**config.mk**
```make
export PLATFORM = sky130hd
export DESIGN_NAME = list_contains_all_any_match_core_flat
export DESIGN_NICKNAME = d
export VERILOG_FILES = /design/src/lcaam_pkg.sv /design/src/lcaam_if.sv /design/src/list_contains_all_any_match_core.sv /design/src/lcaam_front.sv /design/src/lcaam_queue.sv /design/src/lcaam_back.sv /design/src/flat_wrapper.sv
export SDC_FILE = /design/constraint.sdc
export NUM_CORES = 2
export LEC_CHECK = 0
export BUFFER_PORTS_ARGS = -buffer_cell sky130_fd_sc_hd__buf_4
export CAP_MARGIN = 20
export CORE_MARGIN = 1
export CORE_UTILIZATION = 51
export CTS_CLUSTER_DIAMETER = 80
export DETAILED_ROUTE_END_ITERATION = 6
export PLACE_DENSITY = 0.79
export SETUP_SLACK_MARGIN = 0.4
export SLEW_MARGIN = 20
export SYNTH_ARGS = -nofsm -noshare
export SYNTH_HDL_FRONTEND = slang
export SYNTH_SLANG_ARGS = --single-unit
```
**constraint.sdc**
```tcl
create_clock -name clk -period 6.8 [get_ports clk]
set_input_delay 1.36 -clock clk [delete_from_list [all_inputs] [get_ports clk]]
set_output_delay 1.36 -clock clk [all_outputs]
set_load 0.02 [all_outputs]
```
**src/lcaam_pkg.sv**
```systemverilog
`default_nettype none

package lcaam_pkg;

    localparam int FUNC_W      = 2;
    localparam int ENTRY_W     = 4;
    localparam int VALUE_W     = 64;
    localparam int TYPE_W      = 3;
    localparam int COUNT_W     = 5;
    localparam int CFG_IDX_W   = 2;
    localparam int CFG_DATA_W  = 5;

    localparam int Q_DEPTH     = 2;
    localparam int Q_PTR_W     = 1;
    localparam int Q_CNT_W     = 2;

    // item kinds, codes follow the func field
    typedef enum logic [FUNC_W-1:0] {
        OP_LOAD  = 2'd0,
        OP_ELEM  = 2'd1,
        OP_NULL  = 2'd2,
        OP_EMPTY = 2'd3
    } op_t;

    localparam logic [CFG_IDX_W-1:0] CFG_MATCH_MODE   = 2'd0;
    localparam logic [CFG_IDX_W-1:0] CFG_ELEMENT_TYPE = 2'd1;
    localparam logic [CFG_IDX_W-1:0] CFG_SET_COUNT    = 2'd2;

    localparam logic MODE_ALL = 1'b0;
    localparam logic MODE_ANY = 1'b1;

    localparam logic [TYPE_W-1:0] TY_INT32  = 3'd0;
    localparam logic [TYPE_W-1:0] TY_UINT32 = 3'd1;
    localparam logic [TYPE_W-1:0] TY_INT64  = 3'd2;
    localparam logic [TYPE_W-1:0] TY_UINT64 = 3'd3;
    localparam logic [TYPE_W-1:0] TY_FLOAT  = 3'd4;
    localparam logic [TYPE_W-1:0] TY_DOUBLE = 3'd5;
    localparam logic [TYPE_W-1:0] TY_BOOL   = 3'd6;

    typedef struct packed {
        logic               match_mode;
        logic [TYPE_W-1:0]  element_type;
        logic [COUNT_W-1:0] set_count;
    } cfg_t;

    typedef struct packed {
        op_t                op;
        logic [ENTRY_W-1:0] entry_index;
        logic [VALUE_W-1:0] value;
        logic               last;
        logic               el_nan;
        logic               el_zero;
    } cmd_t;

    function automatic logic val_nan(logic [VALUE_W-1:0] v, logic [TYPE_W-1:0] ty);
        logic r;
        r = 1'b0;
        case (ty)
            TY_FLOAT:  r = (v[30:23] == 8'hFF) && (v[22:0] != 23'd0);
            TY_DOUBLE: r = (v[62:52] == 11'h7FF) && (v[51:0] != 52'd0);
            default:   r = 1'b0;
        endcase
        return r;
    endfunction

    // magnitude zero, so that +0 and -0 meet
    function automatic logic val_zero(logic [VALUE_W-1:0] v, logic [TYPE_W-1:0] ty);
        logic r;
        r = 1'b0;
        case (ty)
            TY_FLOAT:  r = (v[30:0] == 31'd0);
            TY_DOUBLE: r = (v[62:0] == 63'd0);
            default:   r = 1'b0;
        endcase
        return r;
    endfunction

    function automatic logic elem_match(
        logic [VALUE_W-1:0] a,
        logic [VALUE_W-1:0] b,
        logic               a_nan,
        logic               a_zero,
        logic               b_nan,
        logic               b_zero,
        logic [TYPE_W-1:0]  ty
    );
        logic r;
        r = 1'b0;
        case (ty) inside
            TY_INT32, TY_UINT32: r = (a[31:0] == b[31:0]);
            TY_INT64, TY_UINT64: r = (a == b);
            TY_FLOAT:  r = !a_nan && !b_nan && ((a_zero && b_zero) || (a[31:0] == b[31:0]));
            TY_DOUBLE: r = !a_nan && !b_nan && ((a_zero && b_zero) || (a == b));
            TY_BOOL:   r = (a[0] == b[0]);
            default:   r = 1'b0;
        endcase
        return r;
    endfunction

endpackage

`default_nettype wire

```
**src/lcaam_if.sv**
```systemverilog
`default_nettype none

interface lcaam_in_if;
    logic                             valid;
    logic                             ready;
    logic [lcaam_pkg::FUNC_W-1:0]     func;
    logic [lcaam_pkg::ENTRY_W-1:0]    entry_index;
    logic [lcaam_pkg::VALUE_W-1:0]    element_value;
    logic                             last_element;

    modport source (output valid, func, entry_index, element_value, last_element,
                    input ready);
    modport sink   (input valid, func, entry_index, element_value, last_element,
                    output ready);
endinterface

interface lcaam_out_if;
    logic valid;
    logic ready;
    logic row_match;
    logic row_null;

    modport source (output valid, row_match, row_null, input ready);
    modport sink   (input valid, row_match, row_null, output ready);
endinterface

interface lcaam_cfg_if;
    logic                              valid;
    logic                              ready;
    logic [lcaam_pkg::CFG_IDX_W-1:0]   index;
    logic [lcaam_pkg::CFG_DATA_W-1:0]  data;

    modport source (output valid, index, data, input ready);
    modport sink   (input valid, index, data, output ready);
endinterface

`default_nettype wire

```
**src/list_contains_all_any_match_core.sv**
```systemverilog
// Path: a word accepted on item passes through the front register, the two-word queue,
// the compare stage and the output register; a row end then gives its result on result.
// Throughput: one word per cycle; all set entries are compared in parallel lanes.
// Loads, non-last elements and row ends are all taken at this rate; output stalls hold the back end.
// Reset: rst_n clears the config registers, the queue pointers and count, the found mask and all
// valid flags; set entries keep whatever they hold until loaded.
`default_nettype none

module list_contains_all_any_match_core #(
    parameter int SET_SIZE = 16
) (
    input  wire logic   clk,
    input  wire logic   rst_n,
    lcaam_in_if.sink    item,
    lcaam_out_if.source result,
    lcaam_cfg_if.sink   cfg
);

    lcaam_pkg::cfg_t cfg_reg;
    logic            q_push_valid;
    logic            q_push_ready;
    lcaam_pkg::cmd_t q_push_data;
    logic            q_pop_valid;
    logic            q_pop_ready;
    lcaam_pkg::cmd_t q_pop_data;

    assign cfg.ready = 1'b1;

    always_ff @(posedge clk or negedge rst_n)
    begin
        if (!rst_n)
        begin
            cfg_reg.match_mode   <= lcaam_pkg::MODE_ALL;
            cfg_reg.element_type <= lcaam_pkg::TY_INT32;
            cfg_reg.set_count    <= '0;
        end
        else if (cfg.valid)
        begin
            unique case (cfg.index)
                lcaam_pkg::CFG_MATCH_MODE:   cfg_reg.match_mode   <= cfg.data[0];
                lcaam_pkg::CFG_ELEMENT_TYPE: cfg_reg.element_type <= cfg.data[2:0];
                lcaam_pkg::CFG_SET_COUNT:    cfg_reg.set_count    <= cfg.data[4:0];
                default:
                begin
                    // drop writes beyond the register list
                end
            endcase
        end
    end

    lcaam_front u_front (
        .clk        (clk),
        .rst_n      (rst_n),
        .item       (item),
        .cfg        (cfg_reg),
        .push_valid (q_push_valid),
        .push_ready (q_push_ready),
        .push_data  (q_push_data)
    );

    lcaam_queue u_queue (
        .clk        (clk),
        .rst_n      (rst_n),
        .push_valid (q_push_valid),
        .push_ready (q_push_ready),
        .push_data  (q_push_data),
        .pop_valid  (q_pop_valid),
        .pop_ready  (q_pop_ready),
        .pop_data   (q_pop_data)
    );

    lcaam_back #(
        .SET_SIZE (SET_SIZE)
    ) u_back (
        .clk       (clk),
        .rst_n     (rst_n),
        .pop_valid (q_pop_valid),
        .pop_ready (q_pop_ready),
        .pop_data  (q_pop_data),
        .cfg       (cfg_reg),
        .result    (result)
    );

endmodule

`default_nettype wire

```
**src/lcaam_front.sv**
```systemverilog
`default_nettype none

module lcaam_front (
    input  wire logic            clk,
    input  wire logic            rst_n,
    lcaam_in_if.sink             item,
    input  wire lcaam_pkg::cfg_t cfg,
    output logic                 push_valid,
    input  wire logic            push_ready,
    output lcaam_pkg::cmd_t      push_data
);

    logic            f_valid_reg;
    logic            f_valid_next;
    lcaam_pkg::cmd_t f_cmd_reg;
    lcaam_pkg::cmd_t f_cmd_next;
    logic            take;

    assign item.ready = !f_valid_reg || push_ready;
    assign take       = item.valid && item.ready;
    assign push_valid = f_valid_reg;
    assign push_data  = f_cmd_reg;

    always_comb
    begin
        f_cmd_next             = f_cmd_reg;
        f_cmd_next.entry_index = item.entry_index;
        f_cmd_next.value       = item.element_value;
        f_cmd_next.last        = item.last_element;
        f_cmd_next.el_nan      = lcaam_pkg::val_nan(item.element_value, cfg.element_type);
        f_cmd_next.el_zero     = lcaam_pkg::val_zero(item.element_value, cfg.element_type);
        // every func code is an item kind
        f_cmd_next.op          = lcaam_pkg::op_t'(item.func);
    end

    always_comb
    begin
        if (take)
        begin
            f_valid_next = 1'b1;
        end
        else if (push_ready)
        begin
            f_valid_next = 1'b0;
        end
        else
        begin
            f_valid_next = f_valid_reg;
        end
    end

    always_ff @(posedge clk or negedge rst_n)
    begin
        if (!rst_n)
        begin
            f_valid_reg <= 1'b0;
        end
        else
        begin
            f_valid_reg <= f_valid_next;
        end
    end

    always_ff @(posedge clk)
    begin
        if (take)
        begin
            f_cmd_reg <= f_cmd_next;
        end
    end

endmodule

`default_nettype wire

```
**src/lcaam_queue.sv**
```systemverilog
`default_nettype none

module lcaam_queue (
    input  wire logic            clk,
    input  wire logic            rst_n,
    input  wire logic            push_valid,
    output logic                 push_ready,
    input  wire lcaam_pkg::cmd_t push_data,
    output logic                 pop_valid,
    input  wire logic            pop_ready,
    output lcaam_pkg::cmd_t      pop_data
);

    lcaam_pkg::cmd_t                    mem_reg [lcaam_pkg::Q_DEPTH];
    logic [lcaam_pkg::Q_PTR_W-1:0]      wr_ptr_reg;
    logic [lcaam_pkg::Q_PTR_W-1:0]      rd_ptr_reg;
    logic [lcaam_pkg::Q_CNT_W-1:0]      cnt_reg;
    logic [lcaam_pkg::Q_CNT_W-1:0]      cnt_next;
    logic                               push;
    logic                               pop;

    assign push_ready = (cnt_reg != lcaam_pkg::Q_CNT_W'(lcaam_pkg::Q_DEPTH));
    assign pop_valid  = (cnt_reg != '0);
    assign pop_data   = mem_reg[rd_ptr_reg];
    assign push       = push_valid && push_ready;
    assign pop        = pop_valid && pop_ready;

    always_comb
    begin
        cnt_next = cnt_reg;
        if (push && !pop)
        begin
            cnt_next = cnt_reg + 1'b1;
        end
        else if (pop && !push)
        begin
            cnt_next = cnt_reg - 1'b1;
        end
    end

    always_ff @(posedge clk or negedge rst_n)
    begin
        if (!rst_n)
        begin
            wr_ptr_reg <= '0;
            rd_ptr_reg <= '0;
            cnt_reg    <= '0;
        end
        else
        begin
            cnt_reg <= cnt_next;
            if (push)
            begin
                wr_ptr_reg <= wr_ptr_reg + 1'b1;
            end
            if (pop)
            begin
                rd_ptr_reg <= rd_ptr_reg + 1'b1;
            end
        end
    end

    always_ff @(posedge clk)
    begin
        if (push)
        begin
            mem_reg[wr_ptr_reg] <= push_data;
        end
    end

endmodule

`default_nettype wire

```
**src/lcaam_back.sv**
```systemverilog
`default_nettype none

module lcaam_back #(
    parameter int SET_SIZE = 16
) (
    input  wire logic            clk,
    input  wire logic            rst_n,
    input  wire logic            pop_valid,
    output logic                 pop_ready,
    input  wire lcaam_pkg::cmd_t pop_data,
    input  wire lcaam_pkg::cfg_t cfg,
    lcaam_out_if.source          result
);

    logic [lcaam_pkg::VALUE_W-1:0] set_reg [SET_SIZE];
    logic [SET_SIZE-1:0]           lane_en;
    logic [SET_SIZE-1:0]           hit_next;
    logic [SET_SIZE-1:0]           hit_reg;
    logic [SET_SIZE-1:0]           found_reg;
    logic [SET_SIZE-1:0]           found_next;
    logic [SET_SIZE-1:0]           found_or;

    logic                          s1_valid_reg;
    logic                          s1_valid_next;
    lcaam_pkg::op_t                s1_op_reg;
    logic [lcaam_pkg::ENTRY_W-1:0] s1_idx_reg;
    logic                          s1_last_reg;

    logic                          out_valid_reg;
    logic                          out_valid_next;
    logic                          match_reg;
    logic                          match_next;
    logic                          null_reg;
    logic                          null_next;

    logic                          adv;
    logic                          s1_load;
    logic                          row_end;
    logic                          all_found;
    logic                          any_found;

    // second stage moves only while the output word can leave
    assign adv       = !out_valid_reg || result.ready;
    assign s1_load   = pop_valid && (!s1_valid_reg || adv);
    assign pop_ready = !s1_valid_reg || adv;

    genvar j;
    generate
        for (j = 0; j < SET_SIZE; j++)
        begin : g_lane
            assign lane_en[j] = (int'(cfg.set_count) > j);

            assign hit_next[j] = lane_en[j] && lcaam_pkg::elem_match(
                pop_data.value, set_reg[j], pop_data.el_nan, pop_data.el_zero,
                lcaam_pkg::val_nan(set_reg[j], cfg.element_type),
                lcaam_pkg::val_zero(set_reg[j], cfg.element_type),
                cfg.element_type);

            always_ff @(posedge clk)
            begin
                if (s1_load && (pop_data.op == lcaam_pkg::OP_LOAD)
                    && (int'(pop_data.entry_index) == j))
                begin
                    set_reg[j] <= pop_data.value;
                end
            end
        end
    endgenerate

    assign found_or  = found_reg | hit_reg;
    assign all_found = &(found_or | ~lane_en);
    assign any_found = |(found_or & lane_en);
    assign row_end   = (s1_op_reg == lcaam_pkg::OP_NULL) || (s1_op_reg == lcaam_pkg::OP_EMPTY)
                       || ((s1_op_reg == lcaam_pkg::OP_ELEM) && s1_last_reg);

    always_comb
    begin
        found_next = found_reg;
        match_next = 1'b0;
        null_next  = 1'b0;
        if (adv && s1_valid_reg)
        begin
            unique case (s1_op_reg)
                lcaam_pkg::OP_LOAD:
                begin
                    // a fresh entry has not been compared yet
                    for (int k = 0; k < SET_SIZE; k++)
                    begin
                        if (int'(s1_idx_reg) == k)
                        begin
                            found_next[k] = 1'b0;
                        end
                    end
                end
                lcaam_pkg::OP_ELEM:
                begin
                    if (s1_last_reg)
                    begin
                        found_next = '0;
                        match_next = (cfg.match_mode == lcaam_pkg::MODE_ALL) ? all_found
                                                                             : any_found;
                    end
                    else
                    begin
                        found_next = found_or;
                    end
                end
                lcaam_pkg::OP_NULL:
                begin
                    found_next = '0;
                    null_next  = 1'b1;
                end
                default:
                begin
                    found_next = '0;
                    match_next = (cfg.match_mode == lcaam_pkg::MODE_ALL)
                                 && (cfg.set_count == '0);
                end
            endcase
        end
    end

    always_comb
    begin
        s1_valid_next = s1_valid_reg;
        if (s1_load)
        begin
            s1_valid_next = 1'b1;
        end
        else if (adv)
        begin
            s1_valid_next = 1'b0;
        end

        out_valid_next = out_valid_reg;
        if (adv && s1_valid_reg && row_end)
        begin
            out_valid_next = 1'b1;
        end
        else if (result.ready)
        begin
            out_valid_next = 1'b0;
        end
    end

    always_ff @(posedge clk or negedge rst_n)
    begin
        if (!rst_n)
        begin
            s1_valid_reg  <= 1'b0;
            out_valid_reg <= 1'b0;
            found_reg     <= '0;
        end
        else
        begin
            s1_valid_reg  <= s1_valid_next;
            out_valid_reg <= out_valid_next;
            found_reg     <= found_next;
        end
    end

    always_ff @(posedge clk)
    begin
        if (s1_load)
        begin
            s1_op_reg   <= pop_data.op;
            s1_idx_reg  <= pop_data.entry_index;
            s1_last_reg <= pop_data.last;
            hit_reg     <= hit_next;
        end
        if (adv && s1_valid_reg && row_end)
        begin
            match_reg <= match_next;
            null_reg  <= null_next;
        end
    end

    assign result.valid     = out_valid_reg;
    assign result.row_match = match_reg;
    assign result.row_null  = null_reg;

    a_null_no_match: assert property (@(posedge clk) disable iff (!rst_n)
        (out_valid_reg && null_reg) |-> !match_reg)
        else $error("null row reported with a match");

    a_row_end_clears: assert property (@(posedge clk) disable iff (!rst_n)
        (adv && s1_valid_reg && row_end) |=> (found_reg == '0))
        else $error("found mask not cleared at row end");

    a_stall_holds: assert property (@(posedge clk) disable iff (!rst_n)
        (s1_valid_reg && !adv) |=> (s1_valid_reg && $stable(hit_reg) && $stable(s1_op_reg)))
        else $error("stage one lost its word under stall");

    a_result_source: assert property (@(posedge clk) disable iff (!rst_n)
        $rose(out_valid_reg) |-> $past(s1_valid_reg))
        else $error("result raised without a word in stage one");

endmodule

`default_nettype wire
```
**src/flat_wrapper.sv**
```systemverilog
// flat-port wrapper written by rule: the top's interface ports become plain ports
module list_contains_all_any_match_core_flat 
#(
    parameter int SET_SIZE = 16
)
  (clk, rst_n, item_valid, item_func, item_entry_index, item_element_value, item_last_element, item_ready, result_valid, result_row_match, result_row_null, result_ready, cfg_valid, cfg_index, cfg_data, cfg_ready);
  lcaam_in_if item_i ();
  lcaam_out_if result_i ();
  lcaam_cfg_if cfg_i ();
  input  wire logic clk;
  input  wire logic rst_n;
  input wire logic [$bits(item_i.valid)-1:0] item_valid;
  input wire logic [$bits(item_i.func)-1:0] item_func;
  input wire logic [$bits(item_i.entry_index)-1:0] item_entry_index;
  input wire logic [$bits(item_i.element_value)-1:0] item_element_value;
  input wire logic [$bits(item_i.last_element)-1:0] item_last_element;
  output wire logic [$bits(item_i.ready)-1:0] item_ready;
  output wire logic [$bits(result_i.valid)-1:0] result_valid;
  output wire logic [$bits(result_i.row_match)-1:0] result_row_match;
  output wire logic [$bits(result_i.row_null)-1:0] result_row_null;
  input wire logic [$bits(result_i.ready)-1:0] result_ready;
  input wire logic [$bits(cfg_i.valid)-1:0] cfg_valid;
  input wire logic [$bits(cfg_i.index)-1:0] cfg_index;
  input wire logic [$bits(cfg_i.data)-1:0] cfg_data;
  output wire logic [$bits(cfg_i.ready)-1:0] cfg_ready;
  assign item_i.valid = item_valid;
  assign item_i.func = item_func;
  assign item_i.entry_index = item_entry_index;
  assign item_i.element_value = item_element_value;
  assign item_i.last_element = item_last_element;
  assign item_ready = item_i.ready;
  assign result_valid = result_i.valid;
  assign result_row_match = result_i.row_match;
  assign result_row_null = result_i.row_null;
  assign result_i.ready = result_ready;
  assign cfg_i.valid = cfg_valid;
  assign cfg_i.index = cfg_index;
  assign cfg_i.data = cfg_data;
  assign cfg_ready = cfg_i.ready;
  list_contains_all_any_match_core #(.SET_SIZE(SET_SIZE)) u_core (.clk(clk), .rst_n(rst_n), .item(item_i), .result(result_i), .cfg(cfg_i));
endmodule
```
[After elaboration in Yosys (flattened, before gate mapping)]
Memory sizes are Yosys's and may differ from the RTL's.
Cells that the tools add are included.
Cells by class
  $add $sub $neg: 4
  $mul: 0
  div/mod/pow operators: 0
  order comparisons: 16
  equality and inequality tests: 140
  shift operators: 0
  multiplexer cells: 223
  bitwise operators: 5
  reduce and logical (&&, ||, !) cells: 318
Operators with widths (count)
  $logic_not A63 Y1: 17
  $eq A64 B64 Y1: 16
  $mux W64: 15
  $reduce_or A64 Y1: 15
  $reduce_bool A52 Y1: 17
  $logic_not A31 Y1: 17
  $eq A32 B32 Y1: 16
  $reduce_bool A23 Y1: 17
  $eq A11 B11 Y1 const B: 17
  $mux W1: 154
  $logic_and A1 B1 Y1: 140
  $eq A8 B8 Y1 const B: 17
  $pmux W1 S2: 35
  $eq A4 B4 Y1 const B: 16
  $mux W4: 15
  $gt A5 B4 Y1 const B: 8
  $reduce_and A2 Y1: 19
  $logic_or A1 B1 Y1: 37
  $ne A2 B2 Y1 const B: 17
  $eq A4 B3 Y1 const B: 8
  $or A16 B16 Y16: 2
  $pmux W16 S2: 1
  $logic_not A1 Y1: 22
  $gt A5 B3 Y1 const B: 4
  other kinds (26): 64
Word-level totals
  flip-flop bits (word level): 130
  bits in latches: 0
  memory bits (writable): 1170
  ROM bits: 0
  output and inout port bits: 5
  logic and storage cells: 745
  memories kept: 2
Memories
  u_core.u_back.set_reg: depth 16, width 64, rd ports 16, clocked after memory_dff 0, write ports 1, line lcaam_back.sv:15  | logic [lcaam_pkg::VALUE_W-1:0] set_reg [SET_SIZE];
  u_core.u_queue.mem_reg: depth 2, width 73, rd ports 1, clocked after memory_dff 0, write ports 1, line lcaam_queue.sv:14  | lcaam_pkg::cmd_t mem_reg [lcaam_pkg::Q_DEPTH];

[Longest topological paths before layout]
  depth after elaboration: 24
  mapped depth: 10

[Hierarchy]
From an unflattened synthesis, not the netlist that was laid out.
Unflattened totals
  cell total of the unflattened synthesis: 3817
  area, all modules: 57084.7 um^2
By module, submodules not included
  lcaam_back: times used 1, cells an instance 3434, area an instance 48532.8 um^2, sequential area each 31950.6 um^2
  lcaam_queue: times used 1, cells an instance 245, area an instance 5709.2 um^2, sequential area each 4484.3 um^2
  lcaam_front: times used 1, cells an instance 115, area an instance 2469.9 um^2, sequential area each 2217.1 um^2
  list_contains_all_any_match_core: times used 1, cells an instance 23, area an instance 372.9 um^2, sequential area each 225.2 um^2

[Worst setup path before layout]
OpenSTA, ideal clock, no wires.
  path kind: input to register
  start: input result_ready
  end: memory u_core.u_back.set_reg[1][128] (netlist name) (enable)
  setup time: 0.486 ns
  data arrival time: 6.168 ns
  data required time: 6.314 ns
  setup slack: 0.145 ns
  cell stages on the path: 7
  buffers on the path: 0
  cells stage by stage: nor2b_1 -> a21oi_1 -> inv_1 -> or3_1 -> nor2b_1 -> nand2_1 -> nor2_1
On the way
  word-level cells in the longest chain between the ends: 23
  elaborated cells on any way between the ends: 97
  those cells by class: 62 x mux; 35 x reduce/logical
RTL lines
  start, declared: line flat_wrapper.sv:21  | input wire logic [$bits(result_i.ready)-1:0] result_ready;
  $logic_or A1 B1 Y1 *: line lcaam_back.sv:43  | assign adv = !out_valid_reg || result.ready;
  $logic_or A1 B1 Y1 *: line lcaam_back.sv:44  | assign s1_load = pop_valid && (!s1_valid_reg || adv);
  $logic_and A1 B1 Y1 *: line lcaam_back.sv:44
  net u_core.u_back.s1_load: line lcaam_back.sv:37  | logic s1_load;
  $logic_and A1 B1 Y1 *: line lcaam_back.sv:61  | if (s1_load && (pop_data.op == lcaam_pkg::OP_LOAD)
  $logic_and A1 B1 Y1: line lcaam_back.sv:62  | && (int'(pop_data.entry_index) == j))
  $mux W1: line lcaam_back.sv:61
  $mux W1 (implied by the code): line lcaam_back.sv:64  | set_reg[j] <= pop_data.value;
  $reduce_or A64 Y1 (no source line)
  $mux W4 (no source line) or $mux W1 (tied branches) (15 in series)
  end, declared: line lcaam_back.sv:15
The timed path passes the listed nets; every way through them passes the cells marked *.

[Worst setup path in the final report]
  start: register u_core.u_queue.rd_ptr_reg
  end: register u_core.u_back.hit_reg[15], data pin
On the way
  word-level cells in the longest chain between the ends: 9
  elaborated cells on any way between the ends: 17
  those cells by class: 3 x eq/ne; 5 x mux; 8 x reduce/logical; 1 x memory
RTL lines
  start, declared: line lcaam_queue.sv:16  | logic [lcaam_pkg::Q_PTR_W-1:0] rd_ptr_reg;
  start signal, assigned: line lcaam_queue.sv:58  | rd_ptr_reg <= rd_ptr_reg + 1'b1;
  $mem_v2 Z2 W73 *
  $eq A64 B64 Y1 (tied with other cells): line lcaam_pkg.sv:91, lcaam_pkg.sv:93
  $logic_or A1 B1 Y1 or $logic_and A1 B1 Y1 (tied branches): line lcaam_pkg.sv:93, lcaam_pkg.sv:92
  $logic_and A1 B1 Y1: line lcaam_pkg.sv:93  | TY_DOUBLE: r = !a_nan && !b_nan && ((a_zero && b_zero) || (a == b));
  $mux W1 (3 in series): line lcaam_pkg.sv:89  | case (ty) inside
  $mux W1 *: line lcaam_pkg.sv:89
  $logic_and A1 B1 Y1 *: line lcaam_back.sv:53  | assign hit_next[j] = lane_en[j] && lcaam_pkg::elem_match(
  net u_core.u_back.hit_next[15]: line lcaam_back.sv:17  | logic [SET_SIZE-1:0] hit_next;
  end signal, assigned: line lcaam_back.sv:169  | hit_reg <= hit_next;
  end, declared: line lcaam_back.sv:18  | logic [SET_SIZE-1:0] hit_reg;
Marked as above.
A chain may end at the register's enable or synchronous reset.

==> run summary <==
Rows: 123
Die Wd: 339 um
Cell with the largest stage delay on the worst path: sky130_fd_sc_hd__nor4_1
Worst Path Buf+Inv: 2
Total number of vias: 38600
Routed vias/inst: 6.78
Core region area: 112000 sq um
Congestion Overflow GR: 0
Maximum clock path buffer count: 3
Total standard cell area after synthesis: 57900 sq um
Vias in the first global route: 37300
Synth top area cells: sky130_fd_sc_hd__edfxtp_1 (66%), sky130_fd_sc_hd__xnor2_1 (15%), sky130_fd_sc_hd__nor4_1 (5.4%)
Outcome: complete, but fails checks
Gp weighted congestion: 0.998
Final net count: 4173
Number of cells produced by synthesis: 3846
Starting density of the core: 0.514
Fill cell instance count of the final layout: 8169
Synthesized Nets: 3930
DRC errors left: 1
Largest register FFs: 1024
FF/Latch Area: 38900 sq um
Worst path required time: 7.41 ns
Setup repair after global routing missed its margin: no
Final setup violation count: 0
Largest area contributor in the netlist: sky130_fd_sc_hd__edfxtp_1
Final setup skew: 0.0434 ns
Number of maximum-capacitance constraint violations: 0
Number of enable flip-flop cells after synthesis: 1268
Post-CTS Repair Setup Buffers: 0
Measured slew at the worst slew-check pin: 1.34 ns
Violated checks: DRC
Worst voltage drop across the vdd grid: 0.318 mV
Minimum clock period: 4.51 ns
CTS HTree Levels: 4
Iter 0 DRT Violations: 7092
Height of the die: 339 um
Total wire length: 192000 um
Maximum cell stage delay along the critical path: 0.99 ns
Clock Pin Slew Worst Setup and Hold Paths: 0.06 ns
Global-route wire length before repair: 266000 um
Number of ports placed on the die boundary: 88
Pin count of the biggest net entering global routing: 74
Layout overhead on the synthesized area: 13.1%
Number of gates resized after CTS: 0
Post-synthesis average cell area: 15.0 sq um
Ordered cell list for the critical path: buf_12 > mux2i_4 > buf_4 > xor2_1 > nand4_1 > nor4_1 > a32oi_1 > o22ai_1
Worst slew margin relative to its limit: 0.106
Critical path startpoint category: register
Total power density per cell area: 467 nW/um^2
Global-route usage over all layers: 0.328
Share of the yosys chip area belonging to registers: 0.672
Standby leakage power: 19.3 nW
Max-slew violations: 0
Fin crit share: 0.663
Length of the first detailed-routing pass in iterations: 7
Port Buffers: 86
Sort of element at the end of the critical path: register
Final hold violation count: 0
Synth Flop Type: sky130_fd_sc_hd__edfxtp_1
Detail Placement HPWL: 119000 um
Root buf cell: sky130_fd_sc_hd__clkbuf_16
Path type of the worst min-delay path: register to register
Clock buffers created by TritonCTS: 136
Yosys warning count: 0
Area of combinational cells with multiple inputs: 18100 sq um
Synth async-reset ratio: 0.0246
Biggest fanout along the worst timing path: 28
Number of nets with antenna violations after detailed routing: 0
Antenna violations before repair: 6
Number of flip-flops and latches in the synthesized netlist: 1300
Post-synth top area share: 0.658
Share of cells above drive strength 1: 0.123
Maximum achievable frequency: 0.222 GHz
Routed wire length per instance: 33.8 um
Worst setup path class: register to register
Hold buffers post-CTS: 0
TritonCTS clock tree: built
Netlist cell types: 55
Die ar.: 115000 sq um
Crit path arrival time: 5.12 ns
Tightest hold margin: 0.444 ns
Later-pin clock latency in the skew report: 0.77 ns
Sum of negative setup slack: 0 ns
Clock Sinks: 1300
Family of cells with the greatest summed delay on the critical path: simple AND/OR/NAND/NOR gates
==> area by class of cell <==
cell class / count / share of cell area
tap: 1500 / 0.0287
antenna: 1 / 0.0000382
multi-input combinational: 2367 / 0.277
inverter: 74 / 0.00424
clock inverter: 76 / 0.0117
sequential: 1300 / 0.594
clock buffer: 162 / 0.0562
timing repair buffer: 210 / 0.0278
==> path summary, 6_finish.rpt <==
check | startpoint | end | slack (ns) | depth (start not counted)
min reg2reg | u_core.u_front.push_data[23] | u_core.u_queue.mem_reg[1][23] | 0.44 | 0
min in group asynchronous | rst_n | u_core.u_back.result.valid | 0.58 | 1
max reg2reg | u_core.u_queue.rd_ptr_reg | u_core.u_back.hit_reg[15] | 2.29 | 8
max | u_core.u_queue.rd_ptr_reg | u_core.u_back.hit_reg[15] | 2.29 | 8
min | u_core.u_front.push_data[23] | u_core.u_queue.mem_reg[1][23] | 0.44 | 0
max in group asynchronous | rst_n | u_core.u_queue.rd_ptr_reg | 5.78 | 1
==> Yosys cell counts, drive strengths merged, types with 5 or more instances <==
| cell type | count |
|---|---|
| a211oi | 6 |
| a21oi | 86 |
| a31oi | 6 |
| a32oi | 10 |
| a41o | 8 |
| buf | 75 |
| clkbuf | 30 |
| dfrtp | 32 |
| edfxtp | 1268 |
| inv | 74 |
| mux2 | 15 |
| mux2i | 67 |
| nand2 | 71 |
| nand3 | 33 |
| nand3b | 5 |
| nand4 | 173 |
| nor2 | 101 |
| nor2b | 8 |
| nor3 | 86 |
| nor4 | 495 |
| o21a | 9 |
| o21ai | 37 |
| o221ai | 6 |
| o22ai | 29 |
| o31ai | 6 |
| o41ai | 8 |
| or3 | 5 |
| or4 | 36 |
| xnor2 | 994 |
| xor2 | 35 |
==> metal layers <==
metal  wire length (um)  vias up  GRT usage
met5                 33        -          0
met4              15800        6      0.233
met3              28300      991     0.0961
met2              86500     3733      0.509
met1              61600    18500      0.393
li1                   -    15400          -
==> through the flow <==
step / worst slack, ns / utilization / total power, W / instances / area, sq um
finish: 2.29 / 0.582 / 0.0306 / 5690 / 65500
global route: 2.32 / 0.582 / 0.0309 / 5690 / 65500
CTS: 2.48 / 0.580 / 0.0299 / 5678 / 65200
detailed placement: 1.90 / 0.540 / 0.0225 / 5440 / 60800
global placement: 1.96 / 0.539 / 0.0223 / 5433 / 60600
floorplan: 0.145 / - / 0.0178 / 3846 / 57900
==> cells in the final DEF, fill, tap and decap left out, types with 33 or more instances in the layout <==
cell,count
sky130_fd_sc_hd__edfxtp_1,1268
sky130_fd_sc_hd__xnor2_1,994
sky130_fd_sc_hd__nor4_1,494
sky130_fd_sc_hd__buf_4,191
sky130_fd_sc_hd__nand4_1,173
sky130_fd_sc_hd__clkbuf_16,144
sky130_fd_sc_hd__nor3_1,85
sky130_fd_sc_hd__a21oi_1,85
sky130_fd_sc_hd__nor2_1,84
sky130_fd_sc_hd__nand2_1,71
sky130_fd_sc_hd__inv_1,68
sky130_fd_sc_hd__mux2i_4,64
sky130_fd_sc_hd__o21ai_0,37
sky130_fd_sc_hd__or4_1,36
sky130_fd_sc_hd__xor2_1,35
sky130_fd_sc_hd__nand3_1,33
==> power by group <==
| part | total, W | internal, W | leakage (nW) | switching, W |
|---|---|---|---|---|
| clock network | 0.00751 | 0.00439 | 2.18 | 0.00312 |
| registers | 0.0114 | 0.0108 | 11.9 | 0.000666 |
| logic | 0.0117 | 0.00348 | 5.15 | 0.00817 |
| total | 0.0306 | 0.0186 | 19.3 | 0.0120 |
==> worst reg2reg max path, delay by kind of cell, from the launching register on <==
family	cells	cell delay, ns
flip-flops	1	0.96
XOR/XNOR	1	0.17
AO/OA/AOI/OAI	2	0.42
multiplexers	1	0.94
buffers and inverters	2	0.80
AND/OR/NAND/NOR	2	1.09
==> kinds of logic after synthesis <==
family | after synthesis | share of synthesized area
flip-flops | 1300 | 0.672
XOR/XNOR | 1029 | 0.156
AND/OR/NAND/NOR | 1029 | 0.102
AO/OA/AOI/OAI | 225 | 0.0244
buffers and inverters | 179 | 0.0173
multiplexers | 82 | 0.0283
adder cells (fa/ha/maj) | 1 | 0.000216
other | 1 | 0.0000648
Note: power is estimated with default switching activity, not from simulation.
